### config.mk
export PLATFORM = sky130hd
export DESIGN_NAME = tcw_cursor
export DESIGN_NICKNAME = d
export VERILOG_FILES = /design/src/sv/tcw_pkg.sv /design/src/sv/tcw_cursor.sv
export SDC_FILE = /design/constraint.sdc
export NUM_CORES = 1
export LEC_CHECK = 0
export BUFFER_PORTS_ARGS = -buffer_cell sky130_fd_sc_hd__buf_2
export CORE_ASPECT_RATIO = 0.9
export CORE_MARGIN = 2
export CORE_UTILIZATION = 40
export DETAILED_ROUTE_END_ITERATION = 10
export GPL_TIMING_DRIVEN = 0
export PLACE_DENSITY = 0.71
export SYNTH_ARGS = -nofsm -noshare
export SYNTH_HDL_FRONTEND = slang
export SYNTH_SLANG_ARGS = --single-unit
export TNS_END_PERCENT = 50
### constraint.sdc
create_clock -name vclk -period 11.62
set_input_delay 1.162 -clock vclk [all_inputs]
set_output_delay 1.162 -clock vclk [all_outputs]
set_load 0.05 [all_outputs]
### src/sv/tcw_pkg.sv
// shared constants and types of the text console character writer
package tcw_pkg;

    localparam int MAX_COLS_DEF = 128;
    localparam int MAX_ROWS_DEF = 64;

    localparam int W_ACTION   = 1;
    localparam int W_BYTE     = 8;
    localparam int W_RROW     = 6;
    localparam int W_RCOL     = 7;
    localparam int W_CELL     = 8;
    localparam int W_CCOL     = 7;
    localparam int W_CROW     = 6;
    localparam int W_COLS_REG = 8;
    localparam int W_ROWS_REG = 7;
    localparam int W_CFG_DATA = 8;
    localparam int W_CFG_IDX  = 1;

    localparam int COLS_RESET = 80;
    localparam int ROWS_RESET = 24;

    localparam logic [W_BYTE-1:0] BYTE_CR = 8'h0D;
    localparam logic [W_BYTE-1:0] BYTE_LF = 8'h0A;

    localparam logic [W_ACTION-1:0] ACT_PUT  = 1'b0;
    localparam logic [W_ACTION-1:0] ACT_READ = 1'b1;

    localparam logic [W_CFG_IDX-1:0] CFG_COLS = 1'b0;
    localparam logic [W_CFG_IDX-1:0] CFG_ROWS = 1'b1;

    typedef struct packed {
        logic store;
        logic scroll;
    } t_put_ctl;

endpackage

### src/sv/tcw_cursor.sv
// cursor, wrap flag and scroll decision for one put beat
module tcw_cursor #(
    parameter int MAX_COLS = tcw_pkg::MAX_COLS_DEF,
    parameter int MAX_ROWS = tcw_pkg::MAX_ROWS_DEF
) (
    input  logic [$clog2(MAX_COLS)-1:0]   i_col,
    input  logic [$clog2(MAX_ROWS)-1:0]   i_row,
    input  logic                          i_wrapped,
    input  logic [$clog2(MAX_COLS+1)-1:0] i_cols,
    input  logic [$clog2(MAX_ROWS+1)-1:0] i_rows,
    input  logic [tcw_pkg::W_BYTE-1:0]    i_byte,
    output logic [$clog2(MAX_COLS)-1:0]   o_col,
    output logic [$clog2(MAX_ROWS)-1:0]   o_row,
    output logic                          o_wrapped,
    output logic [$clog2(MAX_COLS)-1:0]   o_st_col,
    output logic [$clog2(MAX_ROWS)-1:0]   o_st_row,
    output tcw_pkg::t_put_ctl             o_ctl
);

    localparam int CW  = $clog2(MAX_COLS);
    localparam int RW  = $clog2(MAX_ROWS);
    localparam int CNW = $clog2(MAX_COLS + 1);
    localparam int RNW = $clog2(MAX_ROWS + 1);

    logic [CW-1:0]  col_c;
    logic [RW-1:0]  row_c;
    logic [CNW-1:0] col_inc;
    logic [RNW-1:0] row_nxt;
    logic           row_inc;

    always_comb begin
        col_c     = (CNW'(i_col) >= i_cols) ? CW'(i_cols - CNW'(1)) : i_col;
        row_c     = (RNW'(i_row) >= i_rows) ? RW'(i_rows - RNW'(1)) : i_row;
        col_inc   = CNW'(col_c) + CNW'(1);
        row_inc   = 1'b0;
        o_col     = col_c;
        o_wrapped = i_wrapped;
        o_ctl     = '0;
        if (i_byte == tcw_pkg::BYTE_CR) begin
            o_col = '0;
        end else if (i_byte != tcw_pkg::BYTE_LF) begin
            o_ctl.store = 1'b1;
            if (col_inc >= i_cols) begin
                o_col     = '0;
                row_inc   = 1'b1;
                o_wrapped = 1'b1;
            end else begin
                o_col     = CW'(col_inc);
                o_wrapped = 1'b0;
            end
        end else if (!i_wrapped) begin
            row_inc = 1'b1;
        end else begin
            o_wrapped = 1'b0;
        end
        row_nxt = RNW'(row_c) + RNW'(row_inc);
        if (row_nxt >= i_rows) begin
            o_ctl.scroll = 1'b1;
            o_row        = RW'(i_rows - RNW'(1));
        end else begin
            o_row = RW'(row_nxt);
        end
    end

    assign o_st_col = col_c;
    assign o_st_row = row_c;

endmodule

## Word level (Yosys, flattened, before mapping)

Index checks and enable logic that the tools add are counted.

| operators by class | value |
|---|---|
| $add $sub $neg | 4 |
| magnitude comparators | 4 |
| equality and inequality tests | 2 |
| mux-type cells | 15 |

Operators by type and width:

| operator | number |
|---|---|
| 7-bit 2-to-1 mux | 4 |
| 6-bit 2-to-1 mux | 2 |
| 1-bit 2-to-1 mux | 9 |
| 7-bit by 1-bit adder with 8-bit output, second input constant | 1 |
| 8-bit by 4-bit == test with 1-bit output, second input constant | 1 |
| 7-bit by 8-bit greater-or-equal comparator with 1-bit output | 1 |
| 8-bit greater-or-equal comparator | 1 |
| 8-bit by 4-bit inequality test with 1-bit output, second input constant | 1 |
| 6-bit by 1-bit adder with 7-bit output | 1 |
| 6-bit by 7-bit greater-or-equal comparator with 1-bit output | 1 |
| 7-bit greater-or-equal comparator | 1 |
| 7-bit by 1-bit subtractor with 7-bit output, second input constant | 1 |
| 6-bit by 1-bit subtractor with 6-bit output, second input constant | 1 |

| word-level totals | value |
|---|---|
| flip-flop bits (word level) | 0 |
| bits of input ports | 37 |
| output and inout bits | 29 |
| word-level logic and storage cells | 25 |

## Longest topological paths before layout

Gate-level depths: netlist of the first run.

| depth | value |
|---|---|
| depth after elaboration | 10 |
| gate-level depth with buffers | 31 |
| gate-level depth less buffers | 28 |

## Least setup slack after synthesis of the first run

OpenSTA, ideal clock, no wires.

| timing | value |
|---|---|
| kind | input -> output |
| from | input i_cols[5] |
| to | output o_row[0] |
| data arrival time | 7.717 ns |
| required time | 10.458 ns |
| slack | 2.741 ns |
| cell stages on the path | 29 |
| buffers on the path | 3 |
| path through | inv_1 > ha_1 > a21o_1 > a21oi_2 > nand4b_2 > and2_1 > buf_6 > buf_6 > a21oi_1 > ha_1 > nand2_1 > xnor2_1 > ha_1 > and2_1 > o2111ai_1 > o21ai_0 > nor2_1 > a211oi_1 > ha_1 > ha_1 > nand3_1 > o21ai_0 > xnor2_1 > ha_1 > a21oi_1 > o21ai_0 > clkbuf_1 > nor2_1 > a21oi_1 |

| on the way | value |
|---|---|
| cells in the longest elaborated chain, start to end | 10 |
| elaborated cells on any way between the ends | 11 |
| those cells by class | add/sub: 3; order compare: 3; mux: 5 |

RTL lines:

| what | RTL line | text |
|---|---|---|
| start, declared | tcw_cursor.sv:9 | `input logic [$clog2(MAX_COLS+1)-1:0] i_cols,` |
| 7-bit by 8-bit greater-or-equal comparator with 1-bit output * | tcw_cursor.sv:32 | `col_c = (CNW'(i_col) >= i_cols) ? CW'(i_cols - CNW'(1)) : i_col;` |
| 7-bit 2-to-1 mux * | tcw_cursor.sv:32 |  |
| net o_st_col[1] | tcw_cursor.sv:15 | `output logic [$clog2(MAX_COLS)-1:0] o_st_col,` |
| 7-bit by 1-bit adder with 8-bit output * | tcw_cursor.sv:34 | `col_inc = CNW'(col_c) + CNW'(1);` |
| 8-bit greater-or-equal comparator * | tcw_cursor.sv:43 | `if (col_inc >= i_cols) begin` |
| 1-bit 2-to-1 mux * | tcw_cursor.sv:43 |  |
| 1-bit 2-to-1 mux * | tcw_cursor.sv:41 | `end else if (i_byte != tcw_pkg::BYTE_LF) begin` |
| 1-bit 2-to-1 mux * | tcw_cursor.sv:39 | `if (i_byte == tcw_pkg::BYTE_CR) begin` |
| 6-bit by 1-bit adder with 7-bit output * | tcw_cursor.sv:56 | `row_nxt = RNW'(row_c) + RNW'(row_inc);` |
| 7-bit greater-or-equal comparator | tcw_cursor.sv:57 | `if (row_nxt >= i_rows) begin` |
| 6-bit 2-to-1 mux * | tcw_cursor.sv:57 |  |
| end, declared | tcw_cursor.sv:13 | `output logic [$clog2(MAX_ROWS)-1:0] o_row,` |

Mark *: on every way through the listed nets, which the timed path passes. The rest lies on a longest branch.

## Worst setup path after layout of the first run

| timing | value |
|---|---|
| from | input i_cols[5] |
| to | output o_row[3] |

| on the way | value |
|---|---|
| cells in the longest elaborated chain, start to end | 10 |
| elaborated cells on any way between the ends | 11 |
| those cells by class | add/sub: 3; order compare: 3; mux: 5 |

RTL lines:

| what | RTL line |
|---|---|
| 7-bit by 1-bit subtractor with 7-bit output / 7-bit by 8-bit greater-or-equal comparator with 1-bit output (equally long branches) | tcw_cursor.sv:32 |
| 7-bit 2-to-1 mux | tcw_cursor.sv:32 |
| 7-bit by 1-bit adder with 8-bit output | tcw_cursor.sv:34 |
| 8-bit greater-or-equal comparator * | tcw_cursor.sv:43 |
| 1-bit 2-to-1 mux * | tcw_cursor.sv:43 |
| 1-bit 2-to-1 mux * | tcw_cursor.sv:41 |
| 1-bit 2-to-1 mux * | tcw_cursor.sv:39 |
| 6-bit by 1-bit adder with 7-bit output * | tcw_cursor.sv:56 |
| 7-bit greater-or-equal comparator | tcw_cursor.sv:57 |
| 6-bit 2-to-1 mux * | tcw_cursor.sv:57 |

Every way passes the cells marked *; elsewhere a longest branch is shown, timed or not.

==> results of run 1 <==
## area by class of cell
class,instances,area share [%]
multi-input cells,205,74.4
inverters,27,4.92
repair buffers,66,16.0
plain buffers,5,1.76
well taps,48,2.91
## final timing paths
kind,from,endpoint,slack [ns],cells after the start
worst max-delay path,i_cols[5],o_row[3],3.23,30
worst min-delay path,i_rows[0],o_row[0],2.73,3
## synthesized netlist by cell type (all sizes together) (3+ instances only)
library cell  number
o21ai              8
nor2              24
nand3              7
and3               4
nor4               4
and2               3
nor3               5
nand4              3
inv               27
a31oi              4
xnor2             18
a21o               8
xor2               5
a21oi             19
nand2b             6
mux2i             12
ha                33
buf                4
nand2             16
## where the power goes
| part | switching (mW) | total, mW | leakage [nW] | internal (mW) |
|---|---|---|---|---|
| clock network | 0 | 0 | 0 | 0 |
| registers | 0 | 0 | 0 | 0 |
| logic | 0.115 | 0.169 | 1.09 | 0.0536 |
| total | 0.115 | 0.169 | 1.09 | 0.0536 |
## cells by family (layout without fill, tap and decap cells)
family                   count (synthesis)  count (layout)  synth area share (%)
AO/OA/AOI/OAI                           56              56                  21.8
XOR/XNOR                                23              23                  12.1
buffers and inverters                   32              98                  8.24
multiplexers                            14              14                  8.99
AND/OR/NAND/NOR                         79              79                  24.2
adder cells (fa/ha/maj)                 33              33                  24.7
## cells in the final DEF (no fill, tap or decap), types with 3 or more instances in the layout
master,instances
nor3_1,4
buf_2,68
ha_1,33
xor2_1,5
o21ai_0,7
nand3_1,7
nor2_1,24
a21oi_1,17
inv_1,27
mux2i_1,10
nand4_1,3
nand2_1,16
a21o_1,8
and3_1,4
nand2b_1,6
nor4_1,4
a31oi_1,4
and2_1,3
xnor2_1,18
## through the flow
step	cell area (sq um)	power, mW	cells	util [%]	setup slack [ns]
after detailed placement	2060	0.169	351	50.9	3.27
after CTS	2060	0.169	351	50.9	3.27
after global routing	2060	0.184	351	50.9	2.66
after floorplan	1670	0.130	237	-	2.74
final	2060	0.169	351	50.9	3.23
after global placement	2060	0.168	351	50.9	3.30
## worst min-delay path, stage by stage
cell	delay [ns]
buf_2	0.14
a21oi_1	0.07
buf_2	0.20
## layer usage
layer  GRT usage (%)  vias up
li1                -      979
met1            27.2      829
met2            30.0       46
met3               0        0
met4               0        0
met5               0        -
==> impl_results.md, run 1 <==
* Run status: complete, no violations
* Leakage power at ~1.1 nW
* Drc violations at 0
* Max IR drop VDD at 0.0816 mV
* CORE AREA at 4050 sq um
* Area of the mapped netlist at 1670 sq um
* Initial antenna violation count at 0
* Cell taking the most area after synthesis: ha_1
* First-pass GRT wire length at 7090 microns
* FFs & Latches at 0
* Slowest Stage Delay on Critical Path at 0.41 ns
* Fin nets at 375
* Post-synth cell types at 44
* Antenna cells at 0
* DR top layer: met3
* Hold WC Path Type: in -> out
* Setup tns final at 0 ns
* Fmax at 119 MHz
* Area delta synth->final at 23.4%
* Chip height at 65.3 microns
* Critical path buffer and inverter count at 6
* Multi-input logic area at 1530 sq um
* Kind of end point of the critical path: output pin
* Vias in the first global route at 1589
* Worst setup path class: in -> out
* Synth top area share at 24.7%
* Critical path's top delay family: compound AO/OA/AOI/OAI gates
* GPL Wtd Cong at around 0.84
* Remaining antenna violation count at 0
* Num ports at 66
* PortBufs at 66
* WP data arrival at ~7.2 ns
* Metal-1 WL at 2200 microns
* Sequential-to-total area share from yosys stat at 0%
* Share of layout cells above drive strength 1 at between 20% and 30%
* Crit path time final at 8.39 ns
* Critical Path Most Common Cell: ha_1
* HPWL after DPL at 3750 microns
* Maxcap violations at 0
* Syn_nets at 307
* Slowest cell on crit path: clkbuf_1
* RSZ-0062 raised after global routing: no
* Row Count at 22
* Vias at between 1500 and 2000
* Met3 WL at 187 microns
* Wirelength per Cell at 12.1 microns
* CTS Hold Buffers Added at 0
* Die area at 4710 sq um
* GRT overflow at 0
* Cells after Synth at 237
* GRT Overall Usage at 17.9%
* Top cells by area, synth: ha_1 25%, xnor2_1 9.4%, inv_1 6.1%
* Slew Limit Fails at 0
* Routed met2 length at roughly 1900 microns
* Hold Slack at 2.73 ns
* Reg area at 0 sq um
* Post_cts resized at 0
* CLK BUF at 0
* DRT Pass-1 Iters at 4
* Die Width at 72.1 microns
* Final hold vios at 0
* Yosys Warn Count at 0
* Worst Max-Slew Pin Slew at 0.638 ns
* Period Utilization, post-route at 72.2%
* Endpoints failing setup at 0
* Slew headroom at 57.2%
* Setup bufs post-CTS at 0
* WP data required at roughly 10 ns
* Iter 0 DRT Violations at 86
* Mean post-synth cell area at 7.05 sq um
* Final WL at 4260 microns
* Initial Utilization at 41.3%
* Via-to-Cell Ratio at 5.28
* Largest net degree at the start of global routing at 11
* CP startpoint kind: primary input
* Fillers at ~430
* Crit-path max FO at 10
* P per Cell Area at 82.0 nW/um^2
Power figures use the tool's default switching activity.
==> inputs of run 2 (changes only) <==
--- a/config.mk
+++ b/config.mk
@@ -11,7 +11,7 @@
 export CORE_UTILIZATION = 40
 export DETAILED_ROUTE_END_ITERATION = 10
 export GPL_TIMING_DRIVEN = 0
-export PLACE_DENSITY = 0.71
+export PLACE_DENSITY = 0.73
 export SYNTH_ARGS = -nofsm -noshare
 export SYNTH_HDL_FRONTEND = slang
 export SYNTH_SLANG_ARGS = --single-unit
==> constraint.sdc (replaced) <==
create_clock -name vclk -period 7.65
set_input_delay 0.765 -clock vclk [all_inputs]
set_output_delay 0.765 -clock vclk [all_outputs]
set_load 0.05 [all_outputs]
==> run 2 against run 1 <==
  * Combinational power is 54% higher
  * Die area stayed put
  * First-iteration DRC count is 4.7% higher
  * Flip-flop and latch count stayed put
  * Utilization is 0.31 points higher
  * Power is 54% higher
  * Routed wire length is 1.1% higher
  * Worst hold slack worse by 0.80 ns
  * Worst setup slack worse by 2.7 ns
  * Largest cell class unchanged
  * Highest routed layer unchanged
==> impl_results.md, run 2 (synthesis results as in run 1) <==
* Crit-path max FO at 10
* Commonest non-fill, non-tap cell in the layout: buf_2
* Setup bufs post-CTS at 0
* Crit path time final at 7.15 ns
* Initial antenna violation count at 0
* Max IR drop VDD at 0.114 mV
* Row Count at 22
* Hold Slack at 1.93 ns
* Placed inst area at 2060 sq um
* Wirelength per Cell at 12.3 microns
* Num ports at 66
* CTS Hold Buffers Added at 0
* GRT overflow at 0
* Kind of end point of the critical path: output pin
* P per Cell Area at 125 nW/um^2
* WP data arrival at approximately 6.4 ns
* Slew headroom at between 50% and 60%
* Final hold vios at 0
* Share of layout cells above drive strength 1 at between 20% and 30%
* Initial Utilization at between 40 and 50%
* Post_cts resized at 0
* Area delta synth->final at 24.1%
* Slowest Stage Delay on Critical Path at 0.34 ns
* Via-to-Cell Ratio at about 5.3
* GPL Wtd Cong at 0.884
* FFs & Latches at 0
* Worst setup path class: in -> out
* Hold WC Path Type: in -> out
* Run status: complete, no violations
* Chip height at 65.3 microns
* HPWL after DPL at 3800 microns
* WP data required at 6.88 ns
* Endpoints failing setup at 0
* GRT Overall Usage at about a fifth
* Iter 0 DRT Violations at 90
* Vias at ~1900
* Worst Max-Slew Pin Slew at 0.670 ns
* Final Non-Filler Cells at 351
* First-pass GRT wire length at between 7000 and 8000 microns
* CORE AREA at between 4000 and 5000 sq um
* Fmax at 140 MHz
* CP startpoint kind: primary input
* Cell area after layout at 2070 sq um
* Reg area at 0 sq um
* CLK BUF at 0
* Die Width at roughly 72 microns
* Slowest cell on crit path: mux2_2
* Remaining antenna violation count at 0
* Setup tns final at 0 ns
* PortBufs at 66
* Period Utilization, post-route at 93.4%
* Die area at 4710 sq um
* Largest net degree at the start of global routing at 11
* Antenna cells at 0
* Slew Limit Fails at 0
* Maxcap violations at 0
* Fin nets at 375
* Leakage power at 1.10 nW
* RSZ-0062 raised after global routing: no
* Vias in the first global route at 1674
* DRT Pass-1 Iters at 4
* Most frequent cells in the layout: 68 x buf_2, 32 x ha_1, 27 x inv_1
* Drc violations at 0
* Critical Path Most Common Cell: ha_1
* Final WL at about 4300 microns
* Number of cells in the design after placement at between 300 and 400
* Pwr Total at about 260 uW
[run 2: cell types whose count changed in the layout (fill, tap and decap cells not counted), sizes merged]
cell,before,now
buf,70,71
clkbuf,1,0
[run 2: path summary, 6_finish.rpt]
path	from	end	cells after the start
max	i_cols[5]	o_row[3]	30
min	i_rows[0]	o_row[0]	3
[run 2: where the power goes]
part	total (mW)	internal, mW	leakage (nW)	switching [mW]
Clock	0	0	0	0
Combinational	0.260	0.0830	1.10	0.177
Sequential	0	0	0	0
Total	0.260	0.0830	1.10	0.177
[run 2: cell type report]
cell class | count | area [sq um]
Fill cell | 430 | 1970
Tap cell | 48 | 60.1
Buffer | 5 | 40.0
Inverter | 27 | 101
Timing Repair Buffer | 66 | 330
Multi-Input combinational cell | 205 | 1540
[run 2: layer usage]
metal / GRT usage (%) / vias to the layer above / share of wire [%]
met1: 27.2 / 852 / 50
li1: - / 978 / -
met3: 0.460 / 0 / 4.0
met5: 0 / - / 0
met2: 32.2 / 39 / 46
met4: 0 / 0 / 0
[run 2: worst max-delay path, delay by kind of cell]
| kind | cells | cell delay [ns] |
|---|---|---|
| compound gates | 11 | 1.85 |
| mux | 1 | 0.34 |
| buf+inv | 6 | 0.89 |
| fa+ha+maj | 6 | 1.62 |
| simple gates | 4 | 0.62 |
| xor+xnor | 2 | 0.29 |
[run 2: per-stage QoR]
step	setup WS, ns	util [%]
global route	0.00576	51.2
detailed placement	0.109	51.0
CTS	0.0994	51.0
global placement	0.114	51.0
finish	0.502	51.2
floorplan	-0.125	-
